===== src/rtl/core/mdew_pkg.sv =====
`timescale 1ns / 1ps
package mdew_pkg;

  // Item kinds carried in tuser
  localparam logic [1:0] KIND_ENCODER = 2'd0;
  localparam logic [1:0] KIND_SPEED   = 2'd1;
  localparam logic [1:0] KIND_TICK    = 2'd2;
  localparam logic [1:0] KIND_UNUSED  = 2'd3;

  localparam logic [7:0]  IDLE_DUTY   = 8'd255;
  localparam logic [6:0]  SPEED_MAX   = 7'd100;
  localparam logic [15:0] LIMIT_RESET = 16'd250;

  // Scale magnitude by 255/100: (mag * 255 * 5243) >> 19 is exact for mag <= 100
  localparam logic [26:0] SCALE_MUL   = 27'd1336965;
  localparam int          SCALE_SHIFT = 19;

  localparam int IN_TDATA_W  = 16;
  localparam int OUT_TDATA_W = 56;

  typedef struct packed {
    logic [1:0]        kind;
    logic              phase_a;
    logic              phase_b;
    logic signed [7:0] speed_command;
  } item_t;

  typedef struct packed {
    logic              watchdog_alarm;
    logic signed [31:0] position_count;
    logic [7:0]        pwm_b;
    logic [7:0]        pwm_a;
  } result_t;

endpackage


===== src/rtl/core/mdew_in_reg.sv =====
`timescale 1ns / 1ps
module mdew_in_reg
  import mdew_pkg::*;
(
  input  logic  clk,
  input  logic  rst,
  input  logic  in_valid,
  output logic  in_ready,
  input  item_t in_item,
  output logic  item_valid,
  output item_t item,
  input  logic  item_take
);

  // Accept a new beat whenever the slot is empty or drains this cycle
  assign in_ready = !item_valid || item_take;

  // Track occupancy of the input slot
  always_ff @(posedge clk) begin
    if (rst) begin
      item_valid <= 1'b0;
    end else if (in_valid && in_ready) begin
      item_valid <= 1'b1;
    end else if (item_take) begin
      item_valid <= 1'b0;
    end
  end

  // Capture the payload on acceptance
  always_ff @(posedge clk) begin
    if (in_valid && in_ready) begin
      item <= in_item;
    end
  end

endmodule


===== src/rtl/core/mdew_state.sv =====
`timescale 1ns / 1ps
module mdew_state
  import mdew_pkg::*;
(
  input  logic        clk,
  input  logic        rst,
  input  logic        cfg_wr_en,
  input  logic [15:0] cfg_wr_data,
  input  logic        item_valid,
  input  item_t       item,
  output logic        item_take,
  output logic        res_valid,
  output result_t     res,
  input  logic        res_ready
);

  logic               prev_a;
  logic               prev_b;
  logic [31:0]        count_reg;
  logic [15:0]        idle_ticks;
  logic [7:0]         duty_a;
  logic [7:0]         duty_b;
  logic               alarm_flag;
  logic [15:0]        watchdog_limit;

  logic               prev_a_next;
  logic               prev_b_next;
  logic [31:0]        count_next;
  logic [15:0]        idle_next;
  logic [7:0]         duty_a_next;
  logic [7:0]         duty_b_next;
  logic               alarm_next;

  logic               advance;
  logic               spd_neg;
  logic [8:0]         mag_raw;
  logic [6:0]         mag;
  logic [26:0]        scale_prod;
  logic [7:0]         scaled_duty;
  logic [15:0]        idle_inc;

  assign item_take = !res_valid || res_ready;
  assign advance   = item_valid && item_take;

  // Clamp the speed magnitude and scale it to 0..255
  assign spd_neg     = item.speed_command[7];
  assign mag_raw     = spd_neg ? (9'd256 - {1'b0, item.speed_command})
                               : {1'b0, item.speed_command};
  assign mag         = (mag_raw > {2'b00, SPEED_MAX}) ? SPEED_MAX : mag_raw[6:0];
  assign scale_prod  = {20'd0, mag} * SCALE_MUL;
  assign scaled_duty = scale_prod[SCALE_SHIFT +: 8];

  // Saturating watchdog increment
  assign idle_inc = (idle_ticks == 16'hFFFF) ? idle_ticks : idle_ticks + 16'd1;

  // Compute the state after this beat
  always_comb begin
    prev_a_next = prev_a;
    prev_b_next = prev_b;
    count_next  = count_reg;
    idle_next   = idle_ticks;
    duty_a_next = duty_a;
    duty_b_next = duty_b;
    alarm_next  = alarm_flag;
    case (item.kind)
      KIND_ENCODER: begin
        if (item.phase_a != prev_a) begin
          prev_a_next = item.phase_a;
          count_next  = (item.phase_a == item.phase_b) ? count_reg + 32'd1
                                                       : count_reg - 32'd1;
        end else if (item.phase_b != prev_b) begin
          prev_b_next = item.phase_b;
          count_next  = (item.phase_a == item.phase_b) ? count_reg - 32'd1
                                                       : count_reg + 32'd1;
        end
      end
      KIND_SPEED: begin
        duty_a_next = IDLE_DUTY;
        duty_b_next = IDLE_DUTY;
        if (item.speed_command != 8'sd0) begin
          if (spd_neg) begin
            duty_b_next = IDLE_DUTY - scaled_duty;
          end else begin
            duty_a_next = IDLE_DUTY - scaled_duty;
          end
        end
        idle_next = 16'd0;
      end
      KIND_TICK: begin
        idle_next = idle_inc;
        if (idle_inc > watchdog_limit) begin
          duty_a_next = IDLE_DUTY;
          duty_b_next = IDLE_DUTY;
          alarm_next  = 1'b1;
        end else begin
          alarm_next  = 1'b0;
        end
      end
      default: begin
      end
    endcase
  end

  // Hold the watchdog limit written over the config port
  always_ff @(posedge clk) begin
    if (rst) begin
      watchdog_limit <= LIMIT_RESET;
    end else if (cfg_wr_en) begin
      watchdog_limit <= cfg_wr_data;
    end
  end

  // Commit the state update when a beat moves to the result register
  always_ff @(posedge clk) begin
    if (rst) begin
      prev_a     <= 1'b0;
      prev_b     <= 1'b0;
      count_reg  <= 32'd0;
      idle_ticks <= 16'd0;
      duty_a     <= IDLE_DUTY;
      duty_b     <= IDLE_DUTY;
      alarm_flag <= 1'b0;
    end else if (advance) begin
      prev_a     <= prev_a_next;
      prev_b     <= prev_b_next;
      count_reg  <= count_next;
      idle_ticks <= idle_next;
      duty_a     <= duty_a_next;
      duty_b     <= duty_b_next;
      alarm_flag <= alarm_next;
    end
  end

  // Result register valid
  always_ff @(posedge clk) begin
    if (rst) begin
      res_valid <= 1'b0;
    end else if (advance) begin
      res_valid <= 1'b1;
    end else if (res_ready) begin
      res_valid <= 1'b0;
    end
  end

  // Result register payload
  always_ff @(posedge clk) begin
    if (advance) begin
      res.pwm_a          <= duty_a_next;
      res.pwm_b          <= duty_b_next;
      res.position_count <= count_next;
      res.watchdog_alarm <= alarm_next;
    end
  end

`ifndef SYNTHESIS
  // Never drive both bridge sides at once
  assert property (@(posedge clk) disable iff (rst)
    (duty_a == IDLE_DUTY) || (duty_b == IDLE_DUTY))
    else $error("both bridge sides active");

  // A tick past the limit raises the alarm and stops the motor
  assert property (@(posedge clk) disable iff (rst)
    (advance && item.kind == KIND_TICK && idle_inc > watchdog_limit)
    |=> (alarm_flag && duty_a == IDLE_DUTY && duty_b == IDLE_DUTY))
    else $error("alarm tick left motor running");

  // A speed command clears the watchdog
  assert property (@(posedge clk) disable iff (rst)
    (advance && item.kind == KIND_SPEED) |=> (idle_ticks == 16'd0))
    else $error("watchdog not cleared by speed command");

  // A phase A change steps the count by exactly one
  assert property (@(posedge clk) disable iff (rst)
    (advance && item.kind == KIND_ENCODER && item.phase_a != prev_a)
    |=> (count_reg == $past(count_reg) + 32'd1 || count_reg == $past(count_reg) - 32'd1))
    else $error("encoder step not unit");

  // The result register reflects the committed state
  assert property (@(posedge clk) disable iff (rst)
    advance |=> (res.position_count == count_reg && res.pwm_a == duty_a
                 && res.pwm_b == duty_b && res.watchdog_alarm == alarm_flag))
    else $error("result does not match state");
`endif

endmodule


===== src/rtl/core/motor_driver_encoder_watchdog.sv =====
`timescale 1ns / 1ps
// Motor driver: quadrature encoder counter, H-bridge PWM setter, command watchdog.
// Input stream (s_axis): tuser carries the kind (encoder sample, speed command,
// tick); tdata carries phase_a, phase_b and the signed speed percent.
// Output stream (m_axis): one beat per input beat, in order, with both PWM
// compare values, the 32-bit wrapping position count and the alarm flag.
// Config: cfg_wr_en with cfg_wr_data writes the watchdog limit in ticks.
// Path: an accepted beat goes from the input register through the update logic
// into the result register. Throughput: one beat per cycle while m_axis_tready
// is high.
// Reset (rst, synchronous): count and phase history cleared, watchdog cleared,
// both PWM compares idle at 255, alarm low, limit back to 250.
// Stall: while m_axis_tready is low the result beat holds; one more input beat
// is taken into the input register, then s_axis_tready drops.
module motor_driver_encoder_watchdog
  import mdew_pkg::*;
(
  input  logic                   clk,
  input  logic                   rst,
  input  logic                   cfg_wr_en,
  input  logic [15:0]            cfg_wr_data,
  input  logic                   s_axis_tvalid,
  output logic                   s_axis_tready,
  // [0] phase_a, [1] phase_b, [9:2] speed_command, [15:10] zero
  input  logic [IN_TDATA_W-1:0]  s_axis_tdata,
  // [1:0] kind
  input  logic [1:0]             s_axis_tuser,
  output logic                   m_axis_tvalid,
  input  logic                   m_axis_tready,
  // [7:0] pwm_a, [15:8] pwm_b, [47:16] position_count, [48] watchdog_alarm,
  // [55:49] zero
  output logic [OUT_TDATA_W-1:0] m_axis_tdata
);

  item_t   in_item;
  item_t   item;
  logic    item_valid;
  logic    item_take;
  result_t res;

  // Unpack the input beat
  assign in_item.kind          = s_axis_tuser;
  assign in_item.phase_a       = s_axis_tdata[0];
  assign in_item.phase_b       = s_axis_tdata[1];
  assign in_item.speed_command = s_axis_tdata[9:2];

  mdew_in_reg u_in_reg (
    .clk        (clk),
    .rst        (rst),
    .in_valid   (s_axis_tvalid),
    .in_ready   (s_axis_tready),
    .in_item    (in_item),
    .item_valid (item_valid),
    .item       (item),
    .item_take  (item_take)
  );

  mdew_state u_state (
    .clk         (clk),
    .rst         (rst),
    .cfg_wr_en   (cfg_wr_en),
    .cfg_wr_data (cfg_wr_data),
    .item_valid  (item_valid),
    .item        (item),
    .item_take   (item_take),
    .res_valid   (m_axis_tvalid),
    .res         (res),
    .res_ready   (m_axis_tready)
  );

  // Pack the result beat
  assign m_axis_tdata = {7'd0, res};

endmodule


===== config.mk =====
export PLATFORM = sky130hd
export DESIGN_NAME = motor_driver_encoder_watchdog
export DESIGN_NICKNAME = d
export VERILOG_FILES = /design/src/rtl/core/mdew_pkg.sv /design/src/rtl/core/mdew_in_reg.sv /design/src/rtl/core/mdew_state.sv /design/src/rtl/core/motor_driver_encoder_watchdog.sv
export SDC_FILE = /design/constraint.sdc
export NUM_CORES = 1
export LEC_CHECK = 0
export ABC_CLOCK_PERIOD_IN_PS = 6770
export BUFFER_PORTS_ARGS = -buffer_cell sky130_fd_sc_hd__buf_2
export CAP_MARGIN = 25
export CELL_PAD_IN_SITES_DETAIL_PLACEMENT = 1
export CELL_PAD_IN_SITES_GLOBAL_PLACEMENT = 2
export CORE_MARGIN = 8
export CORE_UTILIZATION = 37
export CTS_CLUSTER_DIAMETER = 80
export DETAILED_ROUTE_END_ITERATION = 12
export PLACE_DENSITY_LB_ADDON = 0.15
export SLEW_MARGIN = 20
export SYNTH_ARGS = -nofsm -noshare
export SYNTH_HDL_FRONTEND = slang
export SYNTH_SLANG_ARGS = --single-unit

===== constraint.sdc =====
create_clock -name clk -period 6.77 [get_ports clk]
set_clock_uncertainty 0.05 [all_clocks]
set_input_delay 0.3385 -clock clk [delete_from_list [all_inputs] [get_ports clk]]
set_output_delay 0.3385 -clock clk [all_outputs]
set_load 0.02 [all_outputs]

==> reports/metrics.yaml <==
sta:
  timing.final.crit_share_pct: 94.6
  slew_headroom_pct: 31.2
  holdWs_ns: 0.0249
  tns_ns: 0
  setup_viol: 0
  max_slew.worst_pin.slew_ns: 1.03
  fmax_mhz: 156
  fin_crit_ns: 6.41
  worst_slack_ns: 0.364
  drv_slew: 0
  hold_viol_final: 0
  rsz0062_at_grt: "false"
outcome:
  status: "completed"
layout:
  layout.nets: 1357
  areaGrowthSynthToFinish_pct: 13.9
  drive_above_1_share_pct: 14.1
  final_common_cell: "nor2_1"
  final_cell_mix: "121 x nor2_1, 115 x nand2_1, 85 x dfxtp_1"
  fillers: 3169
  finalCoreUtilization_pct: 42.7
  final_area_um2: 11400
  largest_reg_flops: 49
  diodes: 0
drt:
  viasPerCell: 5.49
  dr.pass1.iters: 4
  ant_nets: 0
  finalWirelength_um: 29600
  drt-initial-drc-count: 455
  vias: 8689
  wl_per_cell_um: 18.7
  route.detailed.drc: 0
placed_design:
  gp_congestion: 0.803
  port_buffers: 83
  dpl_worst_slack_ns: 0.172
  placed_area_um2: 10800
  dp_hpwl_um: 21800
cts:
  cts_buffer_depth: 2
  cts-root-buf: "clkbuf_16"
  cts_setup_buffers: 0
  cts_htree_levels: 4
  cts_tree: "built"
  clk_latency_ns: 0.43
  cts_num_sinks: 146
  cts_inserted_buffers: 17
  path_clk_slew_ns: 0.07
synth:
  ys.flop_type: "dfxtp_1"
  yosysTopAreaCellShare_pct: 18.2
  yosys-top-cells-area: "edfxtp_1 18%, dfxtp_1 17%, ha_1 9.5%, xnor2_1 4.6%, nor2_1 4.6%"
  synth_top_area_cell: "edfxtp_1"
  syn_inst: 1163
  synthArstFlopShare_pct: 0
  synth_enable_flop_cells: 61
  synth_warnings: 0
  synth_area_um2: 10000
  syn_avg_cell_area_um2: 8.63
  ys_seq_area_share_pct: 35.2
  ys_ff_latch: 146
  ys_types: 81
worst_setup_path:
  crit_fanout: 6
  arrival_ns: 6.51
  timing_worst_setup_path_type: "flop to flop"
  worstSetupStartpointType: "flop"
  end_kind: "flop"
  critical_path_required_ns: 6.88
global_route:
  antenna_found_initial: 0
  grt_pass1_vias: 9034
  grt_pass1_wl_um: 49200
  grt-ovfl-total: 0
  grt_use_total_pct: 18.4
  grt_max_degree: 59
flow_run:
  drv_cap: 0
floorplan:
  chipWidth_um: 181
  die_h_um: 181
  initial_utilization_pct: 37.5
  fp.coreArea_um2: 26800
  pin_count: 97
  dieArea_um2: 32700
  core.rowCount: 60
pwr:
  pwr_density_cell_nw_per_um2: 269
  peakVddDrop_uv: 188
  power.leakage_nw: 4.78
min_path:
  hold_path.class: "input port to flop"
-- cell families (layout without fill, tap and decap cells) --
group / count (synthesis) / in the layout / synth area share, %
buffers and inverters: 141 / 214 / 5.80
other: 1 / 7 / 0.0374
xor gates and xnor gates: 80 / 80 / 6.98
AOI/OAI and AO/OA: 261 / 261 / 17.5
DFF: 146 / 146 / 35.2
muxes: 15 / 15 / 1.52
and+or+nand+nor: 430 / 430 / 20.9
adders and majority gates: 89 / 89 / 12.1
-- what timing repair did --
action / 4_1_cts / 5_1_grt
resized for setup: 0 / 11
hold endpoints to repair: 0 / 0
endpoints found under the setup margin: 0 / 23
hold buffers: 0 / 0
-- through the flow --
step	std cells	power [mW]
final	1583	3.07
after global placement	1551	2.12
after CTS	1583	3.09
after global routing	1583	3.29
after detailed placement	1551	2.14
after floorplan	1169	1.79
-- critical path, stage by stage (launching register included) --
cell	delay [ns]
edfxtp_1	0.38
inv_1	0.08
ha_1	0.23
or4b_2	0.60
a21oi_1	0.16
o211a_1	0.22
nand2_1	0.09
and2_1	0.24
nor2_4	0.18
ha_1	0.28
ha_1	0.33
fa_1	0.55
inv_1	0.06
fa_1	0.50
inv_1	0.04
ha_1	0.32
nand2_1	0.09
nor4_2	0.24
buf_4	0.17
and3_1	0.14
o211ai_1	0.12
a21boi_2	0.22
a41o_1	0.23
xor2_1	0.16
buf_4	0.14
and3_1	0.18
a22oi_1	0.10
-- synth_stat cells (all sizes together) (5+ instances only) --
library cell  count
o211a             5
nor4             13
ha               76
or3              15
o211ai           16
or2               9
xnor2            53
a21o             14
nor2            122
a211oi            8
a22oi             7
dfxtp            85
a31oi            13
and4              6
edfxtp           61
nor3             35
nand4            17
buf              24
o31ai             9
nor2b            10
mux2i            13
and2             12
or4               9
xor2             27
o21a              5
inv              70
a21boi            7
nand2b           11
o21ai            46
o21bai            5
o311ai            6
a21oi            74
fa               13
nand3            32
and3             13
nand2           117
clkbuf           47
-- final cells by class --
class / count / area (µm²) / area share, %
Clock buffer: 18 / 450 / 3.94
Clock inverter: 14 / 114 / 0.996
Inverter: 70 / 263 / 2.30
Multi-Input combinational cell: 882 / 6010 / 52.6
Sequential cell: 146 / 3530 / 30.9
Tap cell: 341 / 427 / 3.73
Timing Repair Buffer: 112 / 633 / 5.54
-- layer usage --
metal | GRT usage (%) | part of all wire [%] | vias up
met5 | 0 | 0 | -
met4 | 4.23 | 1.4 | 0
met3 | 3.47 | 3.8 | 21
met2 | 31.1 | 47 | 124
met1 | 23.9 | 48 | 4249
li1 | - | - | 4295
-- power breakdown --
part | internal, mW | switching [mW]
clock | 0.501 | 0.424
combinational | 0.459 | 0.685
sequential | 0.971 | 0.0321
-- final timing paths --
| kind | slack (ns) | cells after the start | endpoint | from |
|---|---|---|---|---|
| max | 0.36 | 26 | u_state.res[14] | u_in_reg.item[1] |
| min | 0.02 | 1 | u_in_reg.item[10] | s_axis_tuser[0] |
| max reg2reg | 0.36 | 26 | u_state.res[14] | u_in_reg.item[1] |
| min reg2reg | 0.41 | 2 | u_state.idle_ticks[8] | u_state.idle_ticks[8] |
Power figures use the tool's default switching activity.
